[config.mk]
export PLATFORM = sky130hd
export DESIGN_NAME = throttle_ramp_limiter
export DESIGN_NICKNAME = d
export VERILOG_FILES = /design/src/hw/rtl/trl_pkg.sv /design/src/hw/rtl/trl_cfg_regs.sv /design/src/hw/rtl/trl_cap_calc.sv /design/src/hw/rtl/trl_ramp.sv /design/src/hw/rtl/throttle_ramp_limiter.sv
export SDC_FILE = /design/constraint.sdc
export NUM_CORES = 1
export LEC_CHECK = 0
export BUFFER_PORTS_ARGS = -buffer_cell sky130_fd_sc_hd__buf_2
export CORE_MARGIN = 4
export CORE_UTILIZATION = 45
export DETAILED_ROUTE_END_ITERATION = 10
export HOLD_SLACK_MARGIN = 0.06
export PLACE_DENSITY = 0.69
export SLEW_MARGIN = 15
export SYNTH_ARGS = -nofsm -noshare
export SYNTH_HDL_FRONTEND = slang
export SYNTH_SLANG_ARGS = --single-unit
[constraint.sdc]
create_clock -name clk -period 17.19 [get_ports clk]
set_input_delay 3.438 -clock clk [delete_from_list [all_inputs] [get_ports clk]]
set_output_delay 3.438 -clock clk [all_outputs]
set_load 0.05 [all_outputs]
[src/hw/rtl/trl_pkg.sv]
package trl_pkg;

  localparam int RPM_W     = 11;
  localparam int CAP_W     = 8;
  localparam int TENTHS_W  = 12;
  localparam int HELD_W    = 13;
  localparam int NUM_W     = 22;
  localparam int CFG_IDX_W = 3;
  localparam int CFG_DAT_W = 10;

  localparam logic [TENTHS_W-1:0] MAX_TENTHS  = 12'd2550;
  localparam logic [9:0]          ELAPSED_MAX = 10'd1023;
  localparam logic [12:0]         DIV10_MUL   = 13'd6554;

  localparam logic [9:0] RST_INTERVAL    = 10'd30;
  localparam logic [6:0] RST_RAMP_STEP   = 7'd2;
  localparam logic [6:0] RST_START_OFF   = 7'd20;
  localparam logic [7:0] RST_FULL_LEVEL  = 8'd95;
  localparam logic [7:0] RST_BASE_CAP    = 8'd80;
  localparam logic [7:0] RST_CAP_CEILING = 8'd100;

  typedef enum logic [CFG_IDX_W-1:0] {
    REG_UPDATE_INTERVAL = 3'd0,
    REG_RAMP_STEP       = 3'd1,
    REG_START_OFFSET    = 3'd2,
    REG_FULL_LEVEL      = 3'd3,
    REG_BASE_CAP        = 3'd4,
    REG_CAP_CEILING     = 3'd5
  } trl_reg_t;

  typedef struct packed {
    logic [9:0] update_interval_ms;
    logic [6:0] ramp_step_tenths;
    logic [6:0] start_offset;
    logic [7:0] full_throttle_level;
    logic [7:0] base_cap;
    logic [7:0] cap_ceiling;
  } trl_cfg_t;

  // Tick that fires an update, as it enters the cap pipeline.
  typedef struct packed {
    logic [7:0]       request;
    logic             kill;
    logic [RPM_W-1:0] rpm;
    logic [6:0]       comp;
  } trl_item_t;

  // Update request after the rpm cap has been resolved.
  typedef struct packed {
    logic [7:0]       request;
    logic             kill;
    logic [7:0]       rpm_div10;
    logic [CAP_W-1:0] cap;
  } trl_capped_t;

  // Divide by ten through a reciprocal; exact for x up to 2550.
  function automatic logic [7:0] div10(input logic [11:0] x);
    logic [24:0] p;
    p = {13'b0, x} * {12'b0, DIV10_MUL};
    return p[23:16];
  endfunction

endpackage

[src/hw/rtl/trl_cfg_regs.sv]
module trl_cfg_regs
  import trl_pkg::*;
(
  input  logic                 clk,
  input  logic                 rst,
  input  logic                 cfg_wr_en,
  input  logic [CFG_IDX_W-1:0] cfg_index,
  input  logic [CFG_DAT_W-1:0] cfg_wr_data,
  output trl_cfg_t             cfg
);

  always_ff @(posedge clk) begin
    if (rst) begin
      cfg.update_interval_ms  <= RST_INTERVAL;
      cfg.ramp_step_tenths    <= RST_RAMP_STEP;
      cfg.start_offset        <= RST_START_OFF;
      cfg.full_throttle_level <= RST_FULL_LEVEL;
      cfg.base_cap            <= RST_BASE_CAP;
      cfg.cap_ceiling         <= RST_CAP_CEILING;
    end else if (cfg_wr_en) begin
      unique case (trl_reg_t'(cfg_index))
        REG_UPDATE_INTERVAL: cfg.update_interval_ms  <= cfg_wr_data;
        REG_RAMP_STEP:       cfg.ramp_step_tenths    <= cfg_wr_data[6:0];
        REG_START_OFFSET:    cfg.start_offset        <= cfg_wr_data[6:0];
        REG_FULL_LEVEL:      cfg.full_throttle_level <= cfg_wr_data[7:0];
        REG_BASE_CAP:        cfg.base_cap            <= cfg_wr_data[7:0];
        REG_CAP_CEILING:     cfg.cap_ceiling         <= cfg_wr_data[7:0];
        default: ;  // unused indexes: drop the write
      endcase
    end
  end

endmodule

[src/hw/rtl/trl_cap_calc.sv]
module trl_cap_calc
  import trl_pkg::*;
#(
  parameter int RELEASE_RPM = 500
) (
  input  logic        clk,
  input  logic        rst,
  input  trl_cfg_t    cfg,
  input  logic        in_valid,
  output logic        in_ready,
  input  trl_item_t   in_item,
  output logic        out_valid,
  input  logic        out_ready,
  output trl_capped_t out_item
);

  localparam logic [RPM_W-1:0] RELEASE = RPM_W'(RELEASE_RPM);

  // A positive interpolation numerator stays below 256 * RELEASE_RPM, so a
  // rounded-up reciprocal gives the exact truncated quotient.
  localparam int RPM_LOG = $clog2(RELEASE_RPM);
  localparam int QNUM_W  = CAP_W + RPM_LOG;
  localparam int DIV_SH  = QNUM_W + RPM_LOG;
  localparam int RECIP_W = QNUM_W + 1;
  localparam logic [RECIP_W-1:0] RECIP =
    RECIP_W'(((64'd1 << DIV_SH) + 64'(RELEASE_RPM) - 64'd1) / 64'(RELEASE_RPM));

  logic      s1_valid, s2_valid, s3_valid;
  logic      s1_ready, s2_ready, s3_ready;
  trl_item_t s1;

  logic [7:0]              s2_request;
  logic                    s2_kill;
  logic [7:0]              s2_div10;
  logic signed [9:0]       s2_top;
  logic signed [NUM_W-1:0] s2_prod;
  logic                    s2_low_rpm;

  trl_capped_t s3;

  logic signed [9:0]          top_raw, top, diff;
  logic signed [NUM_W-1:0]    prod;
  logic signed [NUM_W-1:0]    num;
  logic [QNUM_W+RECIP_W-1:0]  qprod;
  logic [CAP_W-1:0]           quo, cap;

  assign s3_ready = !s3_valid || out_ready;
  assign s2_ready = !s2_valid || s3_ready;
  assign s1_ready = !s1_valid || s2_ready;
  assign in_ready = s1_ready;

  // Stage 1 -> 2: compensated cap top and the rpm-weighted slope term.
  always_comb begin
    top_raw = $signed({2'b00, cfg.base_cap}) + $signed({{3{s1.comp[6]}}, s1.comp});
    top     = (top_raw > $signed({2'b00, cfg.cap_ceiling})) ?
              $signed({2'b00, cfg.cap_ceiling}) : top_raw;
    diff    = top - $signed({3'b000, cfg.start_offset});
    prod    = NUM_W'(diff) * $signed(NUM_W'({1'b0, s1.rpm}));
  end

  // Stage 2 -> 3: interpolate the cap, divide through the reciprocal.
  always_comb begin
    num   = $signed(NUM_W'(cfg.start_offset) * NUM_W'(RELEASE)) + s2_prod;
    qprod = {{RECIP_W{1'b0}}, num[QNUM_W-1:0]} * {{QNUM_W{1'b0}}, RECIP};
    quo   = qprod[DIV_SH +: CAP_W];
    if (s2_low_rpm) begin
      cap = (num <= 0) ? '0 : quo;
    end else begin
      cap = (s2_top < 0) ? '0 : s2_top[CAP_W-1:0];
    end
  end

  always_ff @(posedge clk) begin
    if (rst) begin
      s1_valid <= 1'b0;
      s2_valid <= 1'b0;
      s3_valid <= 1'b0;
    end else begin
      if (s1_ready) s1_valid <= in_valid;
      if (s2_ready) s2_valid <= s1_valid;
      if (s3_ready) s3_valid <= s2_valid;
    end
  end

  always_ff @(posedge clk) begin
    if (s1_ready && in_valid) s1 <= in_item;
    if (s2_ready && s1_valid) begin
      s2_request <= s1.request;
      s2_kill    <= s1.kill;
      s2_div10   <= div10({1'b0, s1.rpm});
      s2_top     <= top;
      s2_prod    <= prod;
      s2_low_rpm <= (s1.rpm <= RELEASE);
    end
    if (s3_ready && s2_valid) begin
      s3.request   <= s2_request;
      s3.kill      <= s2_kill;
      s3.rpm_div10 <= s2_div10;
      s3.cap       <= cap;
    end
  end

  assign out_valid = s3_valid;
  assign out_item  = s3;

endmodule

[src/hw/rtl/trl_ramp.sv]
module trl_ramp
  import trl_pkg::*;
(
  input  logic        clk,
  input  logic        rst,
  input  trl_cfg_t    cfg,
  input  logic        in_valid,
  output logic        in_ready,
  input  trl_capped_t in_item,
  output logic        out_valid,
  input  logic        out_ready,
  output logic [7:0]  pot_value
);

  logic [TENTHS_W-1:0] throttle_tenths, throttle_tenths_next;
  logic                load;
  logic [7:0]          req;
  logic [8:0]          floor_sum;
  logic [HELD_W-1:0]   floor_t, req10, cap10, held0, held1, held2, held3, held4;

  assign in_ready = !out_valid || out_ready;
  assign load     = in_valid && in_ready;

  always_comb begin
    req       = in_item.kill ? 8'd0 : in_item.request;
    held0     = in_item.kill ? '0 : {1'b0, throttle_tenths};
    floor_sum = {2'b00, cfg.start_offset} + {1'b0, in_item.rpm_div10};
    floor_t   = {1'b0, floor_sum, 3'b000} + {3'b000, floor_sum, 1'b0};
    req10     = {2'b00, req, 3'b000} + {4'b0000, req, 1'b0};
    cap10     = {2'b00, in_item.cap, 3'b000} + {4'b0000, in_item.cap, 1'b0};
    held1     = (held0 < floor_t) ? floor_t : held0;
    held2     = held1 + {6'b0, cfg.ramp_step_tenths};
    held3     = (held2 > req10) ? req10 : held2;
    held4     = ((req < cfg.full_throttle_level) && (held3 > cap10)) ? cap10 : held3;
    throttle_tenths_next = held4[TENTHS_W-1:0];
  end

  always_ff @(posedge clk) begin
    if (rst) begin
      throttle_tenths <= '0;
      out_valid       <= 1'b0;
    end else begin
      if (load) throttle_tenths <= throttle_tenths_next;
      if (in_ready) out_valid <= in_valid;
    end
  end

  always_ff @(posedge clk) begin
    if (load) pot_value <= div10(throttle_tenths_next);
  end

  a_tenths_bounded: assert property (@(posedge clk) disable iff (rst)
    throttle_tenths <= MAX_TENTHS)
    else $error("held throttle above full scale");

  a_state_only_on_load: assert property (@(posedge clk) disable iff (rst)
    !load |=> $stable(throttle_tenths))
    else $error("held throttle moved without an update");

  a_kill_zeroes: assert property (@(posedge clk) disable iff (rst)
    (load && in_item.kill) |=> (throttle_tenths == '0) && (pot_value == 8'd0))
    else $error("brake or no pedaling did not zero the throttle");

  a_pot_matches: assert property (@(posedge clk) disable iff (rst)
    load |=> (({4'b0, pot_value} * 12'd10) <= throttle_tenths) &&
             (throttle_tenths < (({4'b0, pot_value} * 12'd10) + 12'd10)))
    else $error("pot value does not match held throttle");

endmodule

[src/hw/rtl/throttle_ramp_limiter.sv]
// Throttle ramp limiter for a pedal-assist drive. Feed one request per
// millisecond tick; every update_interval_ms ticks the block moves its held
// throttle (kept in tenths of a pot step) and emits one pot value, other
// ticks emit nothing. Brake or no pedaling drops the throttle to zero; else
// the throttle is lifted to an rpm-dependent floor, ramped by one step,
// clamped to the request and, below full-throttle level, capped by a line in
// wheel rpm up to RELEASE_RPM. A request is taken every clock cycle unless
// the pipeline stalls; a firing tick passes the input register and two cap
// stages, then the result register, on its way to m_tdata, and the held
// throttle itself is registered straight from its inputs so updates may
// follow back to back. Write configuration only while no update is in
// flight.
module throttle_ramp_limiter
  import trl_pkg::*;
#(
  parameter int RELEASE_RPM = 500
) (
  input  logic                 clk,
  input  logic                 rst,
  // Tick requests
  input  logic                 s_tvalid,
  output logic                 s_tready,
  // [7:0] throttle_request, [8] brake, [9] pedaling, [20:10] wheel_rpm,
  // [27:21] voltage_comp (signed), [31:28] zero
  input  logic [31:0]          s_tdata,
  // Pot values
  output logic                 m_tvalid,
  input  logic                 m_tready,
  // [7:0] pot_value
  output logic [7:0]           m_tdata,
  // Configuration writes
  input  logic                 cfg_wr_en,
  input  logic [CFG_IDX_W-1:0] cfg_index,
  input  logic [CFG_DAT_W-1:0] cfg_wr_data
);

  trl_cfg_t    cfg;
  trl_item_t   item;
  trl_capped_t capped;
  logic        capped_valid, capped_ready;
  logic        accept, fire, push;
  logic [9:0]  elapsed_ms, elapsed_ms_next;

  trl_cfg_regs u_cfg_regs (
    .clk         (clk),
    .rst         (rst),
    .cfg_wr_en   (cfg_wr_en),
    .cfg_index   (cfg_index),
    .cfg_wr_data (cfg_wr_data),
    .cfg         (cfg)
  );

  // Tick counter: advance on every request, saturate rather than wrap, and
  // fire an update once the interval is reached (every tick for zero).
  assign accept          = s_tvalid && s_tready;
  assign elapsed_ms_next = (elapsed_ms < ELAPSED_MAX) ? elapsed_ms + 10'd1 : elapsed_ms;
  assign fire            = elapsed_ms_next >= cfg.update_interval_ms;
  assign push            = s_tvalid && fire;

  always_ff @(posedge clk) begin
    if (rst) begin
      elapsed_ms <= '0;
    end else if (accept) begin
      elapsed_ms <= fire ? '0 : elapsed_ms_next;
    end
  end

  // Unpack the request; brake or no pedaling folds into one kill flag.
  assign item.request = s_tdata[7:0];
  assign item.kill    = s_tdata[8] || !s_tdata[9];
  assign item.rpm     = s_tdata[20:10];
  assign item.comp    = s_tdata[27:21];

  // Only firing ticks enter the pipeline; the rest just advance the counter.
  trl_cap_calc #(
    .RELEASE_RPM (RELEASE_RPM)
  ) u_cap_calc (
    .clk       (clk),
    .rst       (rst),
    .cfg       (cfg),
    .in_valid  (push),
    .in_ready  (s_tready),
    .in_item   (item),
    .out_valid (capped_valid),
    .out_ready (capped_ready),
    .out_item  (capped)
  );

  // Hold the throttle state and the result register.
  trl_ramp u_ramp (
    .clk       (clk),
    .rst       (rst),
    .cfg       (cfg),
    .in_valid  (capped_valid),
    .in_ready  (capped_ready),
    .in_item   (capped),
    .out_valid (m_tvalid),
    .out_ready (m_tready),
    .pot_value (m_tdata)
  );

endmodule

Word level (Yosys, flattened, before mapping):

Cells that the tools add are included.

* add/subtract/negate cells: 9
* $mul: 5
* $lt $le $gt $ge: 10
* eq/ne operators: 5
* muxes and demuxes: 11
* reductions and logical operators: 24

Operators by type and width (number)
* $mul A17 B17 Y33 const B: 1
* $mux W8: 4
* $mux W10: 3
* $mux W13: 2
* $add A11 B9 Y12: 2
* $mux W12: 2
* $mul A11 B12 Y23 const B: 1
* $mul A12 B12 Y23 const B: 1
* $add A17 B22 Y22: 1
* $le A22 B1 Y1 const B: 1
* $mul A10 B12 Y22: 1
* $mul A7 B7 Y14 const B: 1
* $add A12 B10 Y13: 1
* $add A13 B7 Y13: 1
* $gt A13 B12 Y1: 1
* $gt A13 B13 Y1: 1
* $lt A13 B13 Y1: 1
* $reduce_and A2 Y1: 6
* $le A11 B9 Y1 const B: 1
* $add A10 B1 Y10 const B: 1
* $add A9 B7 Y10: 1
* $ge A10 B10 Y1: 1
* $gt A10 B9 Y1: 1
* $lt A10 B1 Y1 const B: 1
* 11 further kinds: 27

* register bits: 184
* bits of input ports: 50
* logic and storage cells: 91

Logic depth before layout (Yosys ltp):

* depth after elaboration: 11
* gate-level depth with buffers: 75
* depth with buffers taken out: 72

By module:

A second synthesis with hierarchy kept.

* cell total of the unflattened synthesis: 2624
* area total of the unflattened synthesis: 25204.2 um^2

Modules (own cells, without submodules)
* trl_cap_calc: times used 1, cells an instance 1573, area an instance 15808.9 um^2
* trl_ramp: times used 1, cells an instance 738, area an instance 6463.7 um^2
* trl_cfg_regs: times used 1, cells an instance 188, area an instance 1978.1 um^2
* throttle_ramp_limiter: times used 1, cells an instance 125, area an instance 953.4 um^2

Least setup slack after synthesis:

OpenSTA, ideal clock, no wires.

* kind: register -> register
* start: reg, netlist name u_cfg_regs.cfg[24]
* end: reg u_ramp.pot_value[6], data pin
* library setup time: 0.258 ns
* data arrival time: 14.944 ns
* data required time: 16.932 ns
* path slack: 1.989 ns
* stages on the path, launching flop included: 71
* clock period less this slack: 15.201 ns
* cells stage by stage: dfxtp_1 ha_1 fa_1 nand3_1 a21boi_1 o21ai_0 nor2b_1 xnor2_1 ha_1 and2_1 nor4_1 nor3_1 xor2_1 inv_1 ha_1 nand4_1 nor2_1 o31ai_1 (+35 left out) mux2_2 ha_1 fa_1 fa_1 fa_1 inv_1 fa_1 inv_1 ha_1 a21oi_1 nor2b_1 a41oi_1 o21ai_0 o41a_1 a41o_1 or2_2 a21oi_1 xnor2_1

* cells in the longest elaborated chain, start to end: 11

Ends and longest elaborated chain
* $add A7 B8 Y9 *: RTL line trl_ramp.sv:27 `floor_sum = {2'b00, cfg.start_offset} + {1'b0, in_item.rpm_div10};`
* $add A12 B10 Y13 *: RTL line trl_ramp.sv:28 `floor_t = {1'b0, floor_sum, 3'b000} + {3'b000, floor_sum, 1'b0};`
* $lt A13 B13 Y1: RTL line trl_ramp.sv:31 `held1 = (held0 < floor_t) ? floor_t : held0;`
* $mux W13 *: RTL line trl_ramp.sv:31
* $add A13 B7 Y13 *: RTL line trl_ramp.sv:32 `held2 = held1 + {6'b0, cfg.ramp_step_tenths};`
* $gt A13 B13 Y1: RTL line trl_ramp.sv:33 `held3 = (held2 > req10) ? req10 : held2;`
* $mux W13 *: RTL line trl_ramp.sv:33
* $gt A13 B12 Y1: RTL line trl_ramp.sv:34 `held4 = ((req < cfg.full_throttle_level) && (held3 > cap10)) ? cap10 : held3;`
* $logic_and A1 B1 Y1: RTL line trl_ramp.sv:34
* $mux W12 *: RTL line trl_ramp.sv:34
* named net u_ramp.held4[2]: RTL line trl_ramp.sv:19 `logic [HELD_W-1:0] floor_t, req10, cap10, held0, held1, held2, held3, held4;`
* $mul A12 B12 Y23 *: RTL line trl_pkg.sv:59 `p = {13'b0, x} * {12'b0, DIV10_MUL};`
* end signal: assignment: RTL line trl_ramp.sv:49 `if (load) pot_value <= div10(throttle_tenths_next);`
* end: declaration: RTL line trl_ramp.sv:12 `output logic [7:0] pot_value`

The timed path passes the listed nets; every way through them passes the cells marked *.
A chain may end at the register's enable or synchronous reset.

Final worst setup path:

* start: reg u_cap_calc.s3, in the netlist u_cap_calc.out_item[8]
* end: reg u_ramp.pot_value[6], data pin

* cells in the longest elaborated chain, start to end: 11

Ends and longest elaborated chain
* start: declaration: RTL line trl_cap_calc.sv:39 `trl_capped_t s3;`
* $add A7 B8 Y9 *: RTL line trl_ramp.sv:27
* $add A12 B10 Y13 *: RTL line trl_ramp.sv:28
* $lt A13 B13 Y1: RTL line trl_ramp.sv:31
* $mux W13 *: RTL line trl_ramp.sv:31
* $add A13 B7 Y13 *: RTL line trl_ramp.sv:32
* $gt A13 B13 Y1: RTL line trl_ramp.sv:33
* $mux W13 *: RTL line trl_ramp.sv:33
* $gt A13 B12 Y1: RTL line trl_ramp.sv:34
* $logic_and A1 B1 Y1: RTL line trl_ramp.sv:34
* $mux W12 *: RTL line trl_ramp.sv:34
* named net u_ramp.held4[2]: RTL line trl_ramp.sv:19
* $mul A12 B12 Y23 *: RTL line trl_pkg.sv:59

Marked as above.

==> impl_metrics.env <==
export IMPL_synth_seq_cells=183
export IMPL_dieArea_sq_um=58600
export IMPL_avgSynthCellArea_sq_um=9.44
export IMPL_utilization_pct=49.0
export IMPL_cts_max_level=4
export IMPL_cts_tree="built"
export IMPL_yosys_area_top_type_share_pct=26.4
export IMPL_grt_overflow_total=0
export IMPL_end_kind="flop"
export IMPL_synth_async_sr_flop_share_pct=0
export IMPL_antenna_found_initial=1
export IMPL_crit_buf_inv=3
export IMPL_regToRegStartpoint="u_cap_calc.out_item[8]$_DFFE_PP_"
export IMPL_dieHeight_um=242
export IMPL_fin_skew_ns=0.0155
export IMPL_worst_slew_pin_slew_ns=1.11
export IMPL_drc=0
export IMPL_synth_cell_types=72
export IMPL_cts_num_sinks=183
export IMPL_ys_seq_area_share_pct=19.3
export IMPL_groute_usage_overall_pct=19.3
export IMPL_rows=85
export IMPL_final_nets=3427
export IMPL_instances_no_fill=3358
export IMPL_r2r_cells=67
export IMPL_holdBufCountCts=0
export IMPL_critPathTopFamily="compound AO/OA/AOI/OAI gates"
export IMPL_dp_slack_ns=0.573
export IMPL_status="finished, final reports clean"
export IMPL_hp_class="flop to flop"
export IMPL_crit_top_cell="ha_1"
export IMPL_hold_viol_final=0
export IMPL_drtAntennaViolNets=0
export IMPL_maxCapViolations=0
export IMPL_avgViaCountPerCell=5.47
export IMPL_hold_end="u_cap_calc.out_item[21]$_DFFE_PP_"
export IMPL_drtIter0Drc=1265
export IMPL_first_pass_iters=5
export IMPL_setup_ws_ns=1.01
export IMPL_start_util_pct=45.6
export IMPL_max_freq_ghz=0.0618
export IMPL_core_region_area_sq_um=54000
export IMPL_first_global_vias=18917
export IMPL_cts_root_buffer="clkbuf_16"
export IMPL_cts_clk_slew_worst_paths_ns=0.08
export IMPL_slew_headroom_pct=25.5
export IMPL_fin_tns_setup_ns=0
export IMPL_numCtsBuffers=17
export IMPL_gp_congestion=0.879
export IMPL_layout_drive_gt1_share_pct=6.05
export IMPL_min_period_ns=16.18
export IMPL_die_w_um=242
export IMPL_reg2reg_slack_ns=1.01
export IMPL_layout_commonest_cell="ha_1"
export IMPL_grt_start_max_net_pins=63
export IMPL_required_ns=17.41
export IMPL_yosysTopAreaCell="ha_1"
export IMPL_cp_start_kind="flop"
export IMPL_setup_viol=0
export IMPL_yosys_warnings=0
export IMPL_wl_per_cell_um=16.7
export IMPL_clock_latency_ns=0.47
export IMPL_final_period_utilization_pct=94.1
export IMPL_hold_path_cell_count=0
export IMPL_placed_cells=3324
export IMPL_ios=60
export IMPL_worst_path_largest_cell_delay_ns=0.56
export IMPL_portBuffers=55
export IMPL_holdCritStartpoint="u_cap_calc.s2_request[4]$_DFFE_PP_"
export IMPL_syn_nets=3391
export IMPL_dp_hpwl_um=45800
export IMPL_syn2layout_area_growth_pct=7.39
export IMPL_layout_common_cells="ha_1, inv_1, fa_1"
export IMPL_num_vias=18352
export IMPL_yosys_top_cells_area="ha_1, fa_1, edfxtp_1"
export IMPL_clockBufferDepth=2
export IMPL_r2r_end="u_ramp.pot_value[6]$_DFFE_PP_"
export IMPL_maxSlewViolCount=0
export IMPL_grt_pass1_wl_um=93400
export IMPL_syn_area_sq_um=24700
export IMPL_syn_inst=2612
export IMPL_routed_wl_um=56200
export IMPL_arrival_ns=16.40
export IMPL_synth_edf_count=109
export IMPL_path_max_fanout=23
export IMPL_synth_ff_type="edfxtp_1"
export IMPL_crit_type="flop to flop"
export IMPL_slowest_stage="a2111oi_0"
cells by family (layout without fill, tap and decap cells):
| family | after synthesis | count (layout) | synth area share, % |
|---|---|---|---|
| AO/OA/AOI/OAI | 440 | 440 | 11.9 |
| XOR/XNOR | 110 | 110 | 3.91 |
| adder cells (fa/ha/maj) | 729 | 729 | 43.3 |
| buffers and inverters | 506 | 555 | 7.76 |
| flip-flops | 183 | 183 | 19.3 |
| multiplexers | 45 | 45 | 1.89 |
| other | 0 | 1 | 0 |
| AND/OR/NAND/NOR | 599 | 599 | 12.0 |
layer usage:
metal | part of all wire (%) | GRT usage (%) | vias up
li1 | - | - | 9037
met5 | 0 | 0 | -
met1 | 44 | 24.6 | 8804
met4 | 2.9 | 6.59 | 0
met2 | 49 | 33.8 | 416
met3 | 3.9 | 2.41 | 95
registers in the layout, indices dropped and copies added (netlist names), 8 cells and up:
signal,count
elapsed_ms,10
u_cap_calc.s2_div10,8
u_cap_calc.out_item,25
u_cfg_regs.cfg,48
u_cap_calc.s2_prod,22
u_cap_calc.s1,27
u_ramp.pot_value,8
u_ramp.throttle_tenths,12
u_cap_calc.s2_request,8
u_cap_calc.s2_top,9
timing repair:
action	CTS	global route
buffers inserted	0	1
setup endpoints to repair	0	6
gates resized for setup	0	12
synth_stat cells (8+ instances only):
library cell  number
nand4_1           22
and2_1            44
or3_1              9
clkbuf_1          61
a311oi_1           8
o21bai_1          20
a21o_1            44
nor2_1           138
xor2_1            33
mux2i_1           33
edfxtp_1         109
ha_1             521
a21oi_1          126
nor2b_1           40
a41o_1             8
a211oi_1          27
a31oi_1           10
o21ai_0           66
nor3_1            38
and3_1            14
nor4_1            14
o21a_1            35
fa_1             208
o31ai_1           10
nand3_1           80
mux2_2            12
dfxtp_1           74
nand2_1          141
or2_2              8
o211ai_1          21
nand2b_1          30
xnor2_1           77
inv_1            433
through the flow:
stage	area [sq um]	hold slack, ns
CTS	26400	0.426
floorplan	24700	0.400
global route	26500	0.437
global placement	25800	0.408
finish	26500	0.423
detailed placement	25800	0.407
layout make-up:
type	count	area, sq um
Tap cell	696	871
Clock buffer	17	425
Fill cell	4924	27600
Multi-Input combinational cell	1923	18000
Antenna cell	1	2.50
Sequential cell	183	4750
Timing Repair Buffer	89	534
Inverter	434	1630
Clock inverter	15	218
worst max-delay path by stage:
stage	from	to	cells after the start
finish	u_cap_calc.out_item[8]$_DFFE_PP_	u_ramp.pot_value[6]$_DFFE_PP_	67
global route	u_cap_calc.out_item[8]$_DFFE_PP_	u_ramp.pot_value[6]$_DFFE_PP_	68
CTS	u_cap_calc.out_item[8]$_DFFE_PP_	u_ramp.pot_value[6]$_DFFE_PP_	68
detailed placement	u_cap_calc.out_item[8]$_DFFE_PP_	u_ramp.pot_value[6]$_DFFE_PP_	68
global placement	u_cap_calc.out_item[8]$_DFFE_PP_	u_ramp.pot_value[6]$_DFFE_PP_	68
floorplan	u_cfg_regs.cfg[24]$_SDFFE_PP0P_	u_ramp.pot_value[6]$_DFFE_PP_	70
Power is left out: the tool's default activity adds up to more than one toggle a clock period on the data nets, which glitch-free logic cannot reach.
